`config.mk`:
```
export PLATFORM = sky130hd
export DESIGN_NAME = next_stage_selector
export DESIGN_NICKNAME = d
export VERILOG_FILES = /design/src/rtl/nss_pkg.sv /design/src/rtl/nss_core.sv /design/src/rtl/next_stage_selector.sv
export SDC_FILE = /design/constraint.sdc
export NUM_CORES = 1
export LEC_CHECK = 0
export ABC_AREA = 1
export BUFFER_PORTS_ARGS = -buffer_cell sky130_fd_sc_hd__buf_2
export CELL_PAD_IN_SITES_DETAIL_PLACEMENT = 1
export CELL_PAD_IN_SITES_GLOBAL_PLACEMENT = 1
export CORE_ASPECT_RATIO = 2
export CORE_UTILIZATION = 40
export CTS_CLUSTER_SIZE = 25
export DETAILED_ROUTE_END_ITERATION = 16
export GPL_TIMING_DRIVEN = 1
export PLACE_DENSITY_LB_ADDON = 0.2
export SLEW_MARGIN = 0
export SYNTH_ARGS = -nofsm -noshare
export SYNTH_HDL_FRONTEND = slang
export SYNTH_SLANG_ARGS = --single-unit
```
`constraint.sdc`:
```
create_clock -name clk -period 3.5 [get_ports clk]
set_clock_uncertainty 0.15 [all_clocks]
set_input_delay 0.35 -clock clk [delete_from_list [all_inputs] [get_ports clk]]
set_output_delay 0.35 -clock clk [all_outputs]
set_load 0.005 [all_outputs]
```
`src/rtl/nss_pkg.sv`:
```
// Shared types and constants for the next stage selector.
// Used by nss_core and next_stage_selector; depends on nothing else.
package nss_pkg;

	localparam int MAX_STAGES = 8;
	localparam int STAGE_W    = 4;
	localparam int MASK_W     = 8;
	localparam int ROW_W      = 64;
	localparam int CFG_IDX_W  = 2;

	// Configuration register indexes.
	typedef enum logic [CFG_IDX_W-1:0] {
		REG_STAGE_COUNT = 2'd0,
		REG_MAIN_STAGE  = 2'd1,
		REG_ROWS_LOW    = 2'd2,
		REG_ROWS_HIGH   = 2'd3
	} nss_reg_t;

	// Change codes; the two remaining codes mean second pass only.
	localparam logic [1:0] CODE_ALLOWED = 2'd0;
	localparam logic [1:0] CODE_BANNED  = 2'd1;

	typedef enum logic [1:0] {
		ST_IDLE = 2'd0,
		ST_CAND = 2'd1,
		ST_WALK = 2'd2
	} nss_state_t;

	typedef struct packed {
		logic [STAGE_W-1:0] current_stage;
		logic [MASK_W-1:0]  demand_mask;
	} nss_in_t;

	typedef struct packed {
		logic [STAGE_W-1:0] next_stage;
		logic               reversionary_inserted;
	} nss_out_t;

	// Register contents handed from the register file to the sequencer.
	typedef struct packed {
		logic [STAGE_W-1:0] stage_count;
		logic [STAGE_W-1:0] main_stage;
		logic [ROW_W-1:0]   rows_low;
		logic [ROW_W-1:0]   rows_high;
	} nss_cfg_t;

endpackage

```
`src/rtl/nss_core.sv`:
```
// Search sequencer of the next stage selector: walks candidate stages one step per cycle.
// Depends on nss_pkg.
module nss_core
	import nss_pkg::*;
(
	input  logic     clk,
	input  logic     arst_n,
	input  nss_cfg_t cfg,
	input  logic     start,
	input  nss_in_t  item,
	output logic     busy,
	output logic     done,
	output nss_out_t result
);

	nss_state_t         state_q, state_d;
	logic [STAGE_W-1:0] cur_q, cur_d;
	logic [STAGE_W-1:0] cnt_q, cnt_d;
	logic [STAGE_W-1:0] main_q, main_d;
	logic [MASK_W-1:0]  mask_q, mask_d;
	logic               pass_q, pass_d;
	logic               ins_q, ins_d;
	logic [STAGE_W-1:0] i_q, i_d;
	logic [STAGE_W-1:0] k_q, k_d;
	logic               done_q, done_d;
	nss_out_t           result_q, result_d;

	// Effective register values for a new beat.
	logic [STAGE_W-1:0] cnt_eff;
	logic [STAGE_W-1:0] main_eff;
	logic [MASK_W-1:0]  mask_eff;
	logic               cur_ok;

	always_comb begin
		if (cfg.stage_count < 4'd2) begin
			cnt_eff = 4'd2;
		end else if (cfg.stage_count > 4'(MAX_STAGES)) begin
			cnt_eff = 4'(MAX_STAGES);
		end else begin
			cnt_eff = cfg.stage_count;
		end
		main_eff = (cfg.main_stage > cnt_eff) ? '0 : cfg.main_stage;
		mask_eff = item.demand_mask & MASK_W'((9'd1 << cnt_eff) - 9'd1);
		cur_ok   = (item.current_stage != '0) && (item.current_stage <= cnt_eff);
	end

	// Candidate k = cur + i, wrapped into 1..count.
	logic [STAGE_W:0]   cand_sum;
	logic [STAGE_W-1:0] cand;
	logic [2:0]         cand_bit;

	always_comb begin
		cand_sum = {1'b0, cur_q} + {1'b0, i_q};
		if (cand_sum > {1'b0, cnt_q}) begin
			cand = STAGE_W'(cand_sum - {1'b0, cnt_q});
		end else begin
			cand = STAGE_W'(cand_sum);
		end
		cand_bit = 3'(cand - 4'd1);
	end

	// Change code lookup from the running stage to stage k.
	logic [ROW_W-1:0] row;
	logic [5:0]       code_pos;
	logic [1:0]       code;

	always_comb begin
		row      = (cur_q <= 4'd4) ? cfg.rows_low : cfg.rows_high;
		code_pos = {2'(cur_q - 4'd1), 3'(k_q - 4'd1), 1'b0};
		code     = row[code_pos +: 2];
	end

	// Reversionary insertion check at the end of a failed search.
	logic [2:0] main_bit;
	logic       can_insert;

	always_comb begin
		main_bit   = 3'(main_q - 4'd1);
		can_insert = !ins_q && (main_q != '0) && (main_q != cur_q) && !mask_q[main_bit];
	end

	// State register and datapath registers.
	always_ff @(posedge clk or negedge arst_n) begin
		if (!arst_n) begin
			state_q <= ST_IDLE;
			done_q  <= 1'b0;
		end else begin
			state_q <= state_d;
			done_q  <= done_d;
		end
	end

	always_ff @(posedge clk) begin
		cur_q    <= cur_d;
		cnt_q    <= cnt_d;
		main_q   <= main_d;
		mask_q   <= mask_d;
		pass_q   <= pass_d;
		ins_q    <= ins_d;
		i_q      <= i_d;
		k_q      <= k_d;
		result_q <= result_d;
	end

	// Next state and sequencing.
	always_comb begin
		state_d  = state_q;
		cur_d    = cur_q;
		cnt_d    = cnt_q;
		main_d   = main_q;
		mask_d   = mask_q;
		pass_d   = pass_q;
		ins_d    = ins_q;
		i_d      = i_q;
		k_d      = k_q;
		done_d   = 1'b0;
		result_d = result_q;

		unique case (state_q)
			ST_IDLE: begin
				if (start) begin
					cur_d  = item.current_stage;
					cnt_d  = cnt_eff;
					main_d = main_eff;
					mask_d = mask_eff;
					pass_d = 1'b0;
					ins_d  = 1'b0;
					i_d    = 4'd1;
					if (cur_ok) begin
						state_d = ST_CAND;
					end else begin
						done_d   = 1'b1;
						result_d = '0;
					end
				end
			end
			ST_CAND: begin
				if (i_q == cnt_q) begin
					// End of a pass.
					if (!pass_q) begin
						pass_d = 1'b1;
						i_d    = 4'd1;
					end else if (can_insert) begin
						mask_d           = mask_q | (MASK_W'(1) << main_bit);
						ins_d            = 1'b1;
						pass_d           = 1'b0;
						i_d              = 4'd1;
					end else begin
						state_d  = ST_IDLE;
						done_d   = 1'b1;
						result_d = '{next_stage: '0, reversionary_inserted: ins_q};
					end
				end else begin
					i_d = i_q + 4'd1;
					if (mask_q[cand_bit]) begin
						k_d     = cand;
						state_d = ST_WALK;
					end
				end
			end
			ST_WALK: begin
				if (k_q == cur_q) begin
					state_d = ST_CAND;
				end else if (code == CODE_ALLOWED || (code != CODE_BANNED && pass_q)) begin
					state_d  = ST_IDLE;
					done_d   = 1'b1;
					result_d = '{next_stage: k_q, reversionary_inserted: ins_q};
				end else if (code == CODE_BANNED) begin
					// Walk back one stage, wrapping below stage 1.
					k_d = (k_q == 4'd1) ? cnt_q : (k_q - 4'd1);
				end else begin
					state_d = ST_CAND;
				end
			end
			default: begin
				state_d = ST_IDLE;
			end
		endcase
	end

	assign busy   = (state_q != ST_IDLE);
	assign done   = done_q;
	assign result = result_q;

	// A result never comes out while a search is still running.
	a_done_idle: assert property (@(posedge clk) disable iff (!arst_n)
		done_q |-> state_q == ST_IDLE)
		else $error("result strobe while sequencer busy");

	// A chosen stage is within the count and differs from the running stage.
	a_next_range: assert property (@(posedge clk) disable iff (!arst_n)
		done_q |-> (result_q.next_stage == '0) ||
			(result_q.next_stage <= cnt_q && result_q.next_stage != cur_q))
		else $error("chosen stage out of range");

	// The walk index stays within the stages in use.
	a_walk_range: assert property (@(posedge clk) disable iff (!arst_n)
		state_q == ST_WALK |-> (k_q != '0) && (k_q <= cnt_q))
		else $error("walk index out of range");

	// A reversionary demand is only inserted at the end of a failed search.
	a_ins_origin: assert property (@(posedge clk) disable iff (!arst_n)
		$rose(ins_q) |-> $past(state_q) == ST_CAND)
		else $error("reversionary insert outside candidate step");

endmodule

```
`src/rtl/next_stage_selector.sv`:
```
// An out-of-range current stage gives the result strobe in the cycle after start.
// Otherwise the sequencer takes one step per candidate and one per walk step, with one
// code lookup per walk step, over at most two searches of two passes each.
// One beat at a time: busy stays high until the result strobe; done cannot be stalled.
// Reset (arst_n low) returns the sequencer to idle and the registers to count 4,
// main stage none and all change codes allowed.
// Top level of the next stage selector: configuration registers and the search sequencer.
// Depends on nss_pkg and nss_core.
module next_stage_selector
	import nss_pkg::*;
(
	input  logic                 clk,
	input  logic                 arst_n,
	input  logic                 cfg_we,
	input  logic [CFG_IDX_W-1:0] cfg_index,
	input  logic [ROW_W-1:0]     cfg_data,
	input  logic                 start,
	input  nss_in_t              item,
	output logic                 busy,
	output logic                 done,
	output nss_out_t             result
);

	nss_cfg_t cfg_q;

	// Configuration register file.
	always_ff @(posedge clk or negedge arst_n) begin
		if (!arst_n) begin
			cfg_q.stage_count <= 4'd4;
			cfg_q.main_stage  <= '0;
			cfg_q.rows_low    <= '0;
			cfg_q.rows_high   <= '0;
		end else if (cfg_we) begin
			unique case (nss_reg_t'(cfg_index))
				REG_STAGE_COUNT: cfg_q.stage_count <= cfg_data[STAGE_W-1:0];
				REG_MAIN_STAGE:  cfg_q.main_stage  <= cfg_data[STAGE_W-1:0];
				REG_ROWS_LOW:    cfg_q.rows_low    <= cfg_data;
				REG_ROWS_HIGH:   cfg_q.rows_high   <= cfg_data;
				default: begin
				end
			endcase
		end
	end

	nss_core u_core (
		.clk    (clk),
		.arst_n (arst_n),
		.cfg    (cfg_q),
		.start  (start),
		.item   (item),
		.busy   (busy),
		.done   (done),
		.result (result)
	);

endmodule
```
==> impl_metrics.env, run 1 <==
export IMPL_status="complete, but fails checks"
export IMPL_failed_checks="design-rule violations"
export IMPL_crit_path_frequent_cell="nand2_1"
export IMPL_crit_chain="ha_2 > fa_2 > xor2_1 > ha_1 > a21oi_2 > nand2_1 > nand2_1 > nand2_1 > nand2_2 > nand2_4 > o21ai_1 > nand3_1 > nand3_2 > nand2_1 > nor3_1 > buf_4"
export IMPL_yosysSeqAreaShare=0.4703
export IMPL_gp_congestion=0.9113
export IMPL_core_um2=23720
export IMPL_num_antenna_cells=0
export IMPL_port_buffer_count=88
export IMPL_grt_max_degree=104
export IMPL_critical_path_max_stage_delay_ns=0.41
export IMPL_drive_gt1_frac=0.1356
export IMPL_drc=1
export IMPL_die_height_um=221.5
export IMPL_critical_path_required_ns=3.51
export IMPL_combPwrFrac=0.482
export IMPL_synth_area_um2=9633
export IMPL_cts_tree="yes"
export IMPL_worstHoldPathType="input pin to flop"
export IMPL_fin_crit_sh=0.9488
export IMPL_n_fill_cell=2964
export IMPL_synth_distinct_cells=39
export IMPL_power_frac_clock=0.208
export IMPL_grt_usage=0.2528
export IMPL_num_io_pins=89
export IMPL_irDropWorstVdd_mv=0.4031
export IMPL_start_kind="flop"
export IMPL_cts_root_buf="clkbuf_16"
export IMPL_cpMaxStageDelayCell="edfxtp_1"
export IMPL_clkLatencyLatePin_ns=0.44
export IMPL_tightest_slew_ns=1.031
export IMPL_vias=8569
export IMPL_leakagePower_nw=5.810
export IMPL_final_cell_mix="nand2_1, inv_1, o21ai_0"
export IMPL_sw_frac_of_total=0.4380
export IMPL_total_power_mw=9.595
export IMPL_syn_inst=1250
export IMPL_hold_depth=3
export IMPL_p_switching_mw=4.203
export IMPL_dr_pass1_iters=11
export IMPL_drtIter0Drc=388
export IMPL_worst_ep_arrival_time_ns=3.33
export IMPL_cp_num_cells=16
export IMPL_gr_total_overflow=0
export IMPL_internal_power_mw=5.392
export IMPL_end_kind="flop"
export IMPL_fp_row_count=80
export IMPL_grt_pass1_vias=9097
export IMPL_grt_pass1_wl_um=47470
export IMPL_seqPwrFrac=0.310
export IMPL_synth_async_sr_flop_share=0.7989
export IMPL_initial_core_util=0.4061
export IMPL_die_area_um2=24740
export IMPL_ctsHtreeMaxLevel=4
export IMPL_numCtsBuffers=17
export IMPL_power_density_nw_per_um2=854.9
export IMPL_nets=1459
export IMPL_cts_buffer_depth=2
export IMPL_antenna_found_initial=0
export IMPL_finalHoldViolCount=0
export IMPL_setup_ws_ns=0.1792
export IMPL_wl_um=29460
export IMPL_rr_worst_depth=16
export IMPL_fmax_mhz=301.1
export IMPL_cts_clk_slew_worst_paths_ns=0.07
export IMPL_hpwl_um=21220
export IMPL_worstSetupPathType="flop to flop"
export IMPL_dieWidth_um=111.7
export IMPL_synthFlopType="dfrtp_1"
export IMPL_place_ws_ns=-0.08753
export IMPL_avgSynthCellArea_um2=7.706
export IMPL_cp_top_family="adder cells"
export IMPL_maxCapViolations=0
export IMPL_area_growth_pct=16.51
export IMPL_synth_edff_count=35
export IMPL_ant_nets=0
export IMPL_yosys_warnings=0
export IMPL_via_per_inst=5.212
export IMPL_cp_max_fo=8
export IMPL_setup_viol=0
export IMPL_slew_limit_headroom=0.3125
export IMPL_layout_commonest_cell="nand2_1"
export IMPL_synth_seq_cells=174
export IMPL_drv_slew=0
export IMPL_clkSinkCount=174
export IMPL_wl_per_cell_um=17.92
export IMPL_worst_path_buf_inv=1
export IMPL_period_minus_slack_ns=3.321
cell usage after synthesis, drive strengths merged (2+ instances only):
cell type | number | area share
xor2 | 9 | 0.0082
dfrtp | 138 | 0.36
o21ai | 154 | 0.080
inv | 215 | 0.084
nand4 | 4 | 0.0026
nand3 | 151 | 0.078
nand2 | 326 | 0.13
o211ai | 2 | 0.0016
xnor2 | 6 | 0.0062
clkbuf | 35 | 0.014
ha | 31 | 0.040
o21bai | 2 | 0.0016
nor3 | 5 | 0.0026
a21oi | 28 | 0.015
nand3b | 26 | 0.020
edfxtp | 35 | 0.11
fa | 2 | 0.0042
a31oi | 4 | 0.0026
nor2 | 39 | 0.016
buf | 24 | 0.015
or2 | 3 | 0.0019
layout make-up:
| type | count | area (um^2) | area share |
|---|---|---|---|
| Clock buffer | 19 | 464.2 | 0.04136 |
| Clock inverter | 13 | 150.1 | 0.01338 |
| Inverter | 216 | 810.8 | 0.07224 |
| Multi-Input combinational cell | 802 | 4086 | 0.3641 |
| Sequential cell | 174 | 4531 | 0.4037 |
| Tap cell | 287 | 359.1 | 0.03200 |
| Timing Repair Buffer | 133 | 822.0 | 0.07324 |
path summary, 6_finish.rpt:
kind,startpoint,endpoint,slack [ns]
worst min-delay path,cfg_data[41],cfg_q[41],0.02
worst min register to register,cfg_q[92],cfg_q[92],0.33
max in group asynchronous,arst_n,cfg_q[67],2.04
worst max register to register,u_core.i_q[0],u_core.k_q[0],0.18
min in group asynchronous,arst_n,u_core.state_q[0],0.40
worst max-delay path,u_core.i_q[0],u_core.k_q[0],0.18
per-stage QoR:
stage | cell area (um^2) | TNS (ns) | hold WS [ns] | util | instances
floorplan | 9637 | 0 | -0.09559 | - | 1251
global placement | 10490 | 0 | 0.3074 | 0.4424 | 1604
detailed placement | 10490 | -0.4756 | 0.3164 | 0.4424 | 1604
CTS | 11180 | 0 | 0.007283 | 0.4711 | 1642
global route | 11220 | -0.02703 | 0.01893 | 0.4731 | 1644
finish | 11220 | 0 | 0.01873 | 0.4731 | 1644
timing repair:
item                                    CTS  global route
gates resized for setup                   5             9
pin swaps                                 1             2
hold endpoints to repair                105             0
hold buffers                              5             0
endpoints found under the setup margin    6             6
setup buffers                             1             2
cloned                                    0             0
tightest hold or removal path: stages:
cell and delay (ns):
buf_2 0.09, inv_1 0.05, o21ai_0 0.07
logic make-up after synthesis:
kind of cell / after synthesis / share of synthesized area
and+or+nand+nor: 554 / 0.2504
buffers and inverters: 275 / 0.1129
AOI/OAI and AO/OA: 198 / 0.1072
DFF: 174 / 0.4703
adders and majority gates: 33 / 0.04442
xor gates and xnor gates: 15 / 0.01442
other: 1 / 0.0003893
sequential cells by signal, indices dropped and copies added, names as in the netlist:
signal / cells
u_core.cur_q: 4
u_core.cnt_q: 4
u_core.done: 1
u_core.state_q: 2
u_core.ins_q: 1
u_core.main_q: 4
cfg_q: 136
u_core.result: 5
u_core.i_q: 4
u_core.k_q: 4
u_core.pass_q: 1
u_core.mask_q: 8
power groups by stage:
stage          clock network, mW  registers, mW  logic (mW)
2_1_floorplan                  0           2.89        2.85
3_3_place_gp                   0           3.00        4.34
3_5_place_dp                   0           3.02        4.42
4_1_cts                     2.03           2.98        4.54
5_1_grt                     2.10           3.03        5.14
6_report                    1.99           2.98        4.63
layer usage:
metal | GRT usage | wire [um]
met1 | 0.2524 | 10810
met2 | 0.4971 | 16800
met3 | 0.03150 | 522
met4 | 0.1295 | 1323
met5 | 0 | 0
No activity file was read; power rests on OpenSTA's default activity.
==> run 2, diff against run 1 <==
--- a/config.mk
+++ b/config.mk
@@ -15,6 +15,7 @@
 export DETAILED_ROUTE_END_ITERATION = 16
 export GPL_TIMING_DRIVEN = 1
 export PLACE_DENSITY_LB_ADDON = 0.2
+export SKIP_LAST_GASP = 1
 export SLEW_MARGIN = 0
 export SYNTH_ARGS = -nofsm -noshare
 export SYNTH_HDL_FRONTEND = slang
==> constraint.sdc (replaced) <==
create_clock -name clk -period 3.5 [get_ports clk]
set_clock_uncertainty 0.15 [all_clocks]
set_input_delay 0 -clock clk [delete_from_list [all_inputs] [get_ports clk]]
set_output_delay 0 -clock clk [all_outputs]
set_load 0.005 [all_outputs]
==> run 2 against run 1 <==
The run still ends with design-rule violations left. Sequential share of layout area is 3.1 points lower. Sequential power hardly changed. Register-to-register slack worse by 0.09 ns.
==> impl_metrics.env, run 2 (same netlist as run 1, synthesis figures left out) <==
export IMPL_status="complete, but fails checks"
export IMPL_failed_checks="design-rule violations"
export IMPL_leakagePower_nw=6.186
export IMPL_final_setup_tns_ns=0
export IMPL_final_cell_mix="nand2_1, inv_1, o21ai_0"
export IMPL_area_growth_pct=26.09
export IMPL_cts_tree="yes"
export IMPL_grt_max_degree=81
export IMPL_rr_worst_depth=19
export IMPL_fmax_mhz=293.4
export IMPL_drtIter0Drc=425
export IMPL_setup_viol=0
export IMPL_cp_max_fo=8
export IMPL_dr_pass1_iters=10
export IMPL_irDropWorstVdd_mv=0.4715
export IMPL_largest_reg_flops=136
export IMPL_ant_nets=0
export IMPL_worstSetupPathType="flop to flop"
export IMPL_slew_limit_headroom=0.3197
export IMPL_fp_row_count=80
export IMPL_crit_chain="ha_2 > fa_2 > xor2_4 > ha_4 > nand3_2 > nand2_2 > nand2_2 > nand2_1 > nand2_2 > nand2_4 > nand2_4 > nand2_4 > nand2_1 > nand3_2 > nand3_2 > nand3_2 > nand2_1 > nor3_2 > buf_4"
export IMPL_worst_ep_arrival_time_ns=3.42
export IMPL_combPwrFrac=0.505
export IMPL_die_height_um=221.5
export IMPL_vias=8850
export IMPL_num_antenna_cells=0
export IMPL_drc=1
export IMPL_grt_pass1_vias=9503
export IMPL_cts_root_buf="clkbuf_16"
export IMPL_grt_pass1_wl_um=49250
export IMPL_num_io_pins=89
export IMPL_hpwl_um=20990
export IMPL_fin_crit_sh=0.9738
export IMPL_die_area_um2=24740
export IMPL_cpMaxStageDelayCell="fa_2"
export IMPL_core_um2=23720
export IMPL_rrSetupSlack_ns=0.09
export IMPL_gp_congestion=0.8917
export IMPL_worstHoldPathType="input pin to asynchronous set/reset pin"
export IMPL_crit_path_frequent_cell="nand3_2"
export IMPL_end_kind="flop"
export IMPL_layout_commonest_cell="nand2_1"
export IMPL_worst_path_buf_inv=1
export IMPL_clkLatencyLatePin_ns=0.45
export IMPL_period_minus_slack_ns=3.408
export IMPL_cp_top_family="simple AND/OR/NAND/NOR gates"
export IMPL_critical_path_required_ns=3.51
export IMPL_tightest_slew_ns=1.007
export IMPL_post_route_util=0.5120
export IMPL_cts_clk_slew_worst_paths_ns=0.07
export IMPL_numCtsBuffers=17
export IMPL_ctsHtreeMaxLevel=4
export IMPL_seqPwrFrac=0.299
export IMPL_fin_hold_ws_ns=0.009755
export IMPL_drive_gt1_frac=0.1383
export IMPL_top_register="cfg_q"
export IMPL_r2r_end="u_core.k_q[1]"
export IMPL_rr_startpoint="u_core.cur_q[0]"
export IMPL_power_density_nw_per_um2=823.3
export IMPL_power_frac_clock=0.195
export IMPL_total_power_mw=10.00
export IMPL_critical_path_max_stage_delay_ns=0.42
export IMPL_drv_slew=0
export IMPL_sw_frac_of_total=0.4339
export IMPL_start_kind="flop"
export IMPL_initial_core_util=0.4061
export IMPL_cts_buffer_depth=2
export IMPL_clkSinkCount=174
export IMPL_p_switching_mw=4.339
export IMPL_grt_usage=0.2615
export IMPL_gr_total_overflow=0
export IMPL_wl_per_cell_um=17.91
export IMPL_wl_um=30910
export IMPL_via_per_inst=5.127
export IMPL_internal_power_mw=5.661
export IMPL_dieWidth_um=111.7
export IMPL_nets=1542
export IMPL_maxCapViolations=0
export IMPL_antenna_found_initial=0
export IMPL_finalHoldViolCount=0
export IMPL_port_buffer_count=88
## run 2: cell count changes in the layout (fill, tap and decap cells not counted), sizes merged
cell	change
clkinvlp	-3
clkinv	+1
buf	+3
inv	-3
dlygate4sd3	+80
clkbuf	+4
## run 2: how the worst max path moves through the flow
stage,cells after the start,slack (ns),end,startpoint
floorplan,17,0.08,u_core.k_q[0],u_core.i_q[0]
global placement,17,0.07,u_core.k_q[0],u_core.i_q[0]
detailed placement,19,-0.06,u_core.k_q[3],u_core.i_q[0]
CTS,18,0.01,u_core.k_q[1],u_core.i_q[0]
global route,19,-0.05,u_core.k_q[1],u_core.cur_q[0]
finish,19,0.09,u_core.k_q[1],u_core.cur_q[0]
## run 2: power groups by stage
stage | Combinational [mW] | Clock, mW | Sequential [mW]
floorplan | 2.85 | 0 | 2.89
global placement | 4.31 | 0 | 3.00
detailed placement | 4.40 | 0 | 3.02
CTS | 4.55 | 2.01 | 2.99
global route | 5.60 | 2.08 | 3.04
finish | 5.05 | 1.95 | 2.99
## run 2: stage by stage
stage	cells	instance area, um^2	setup slack (ns)
floorplan	1251	9637	0.08233
global placement	1604	10510	0.06770
detailed placement	1604	10510	-0.05618
CTS	1720	11970	0.01446
global route	1726	12150	-0.04714
finish	1726	12150	0.09161
## run 2: area by class of cell
cell class | count | area (um^2)
Sequential cell | 174 | 4531
Inverter | 216 | 810.8
Timing Repair Buffer | 216 | 1658
Tap cell | 287 | 359.1
Multi-Input combinational cell | 802 | 4188
Clock inverter | 8 | 101.3
Fill cell | 2925 | 11580
Clock buffer | 23 | 499.2
## run 2: timing repair
item	CTS	global route
setup endpoints to repair	6	6
endpoints found under the hold margin	229	0
setup buffers	0	6
gates resized for setup	4	28
hold buffers	85	0
pin swaps	0	14
## run 2: per-layer routing
metal  share of wire  track usage  wire length (um)
met5               0            0                 0
met1            0.35       0.2596             10930
met2            0.55       0.4915             17000
met4           0.071       0.1744              2183
met3           0.026      0.04026               790
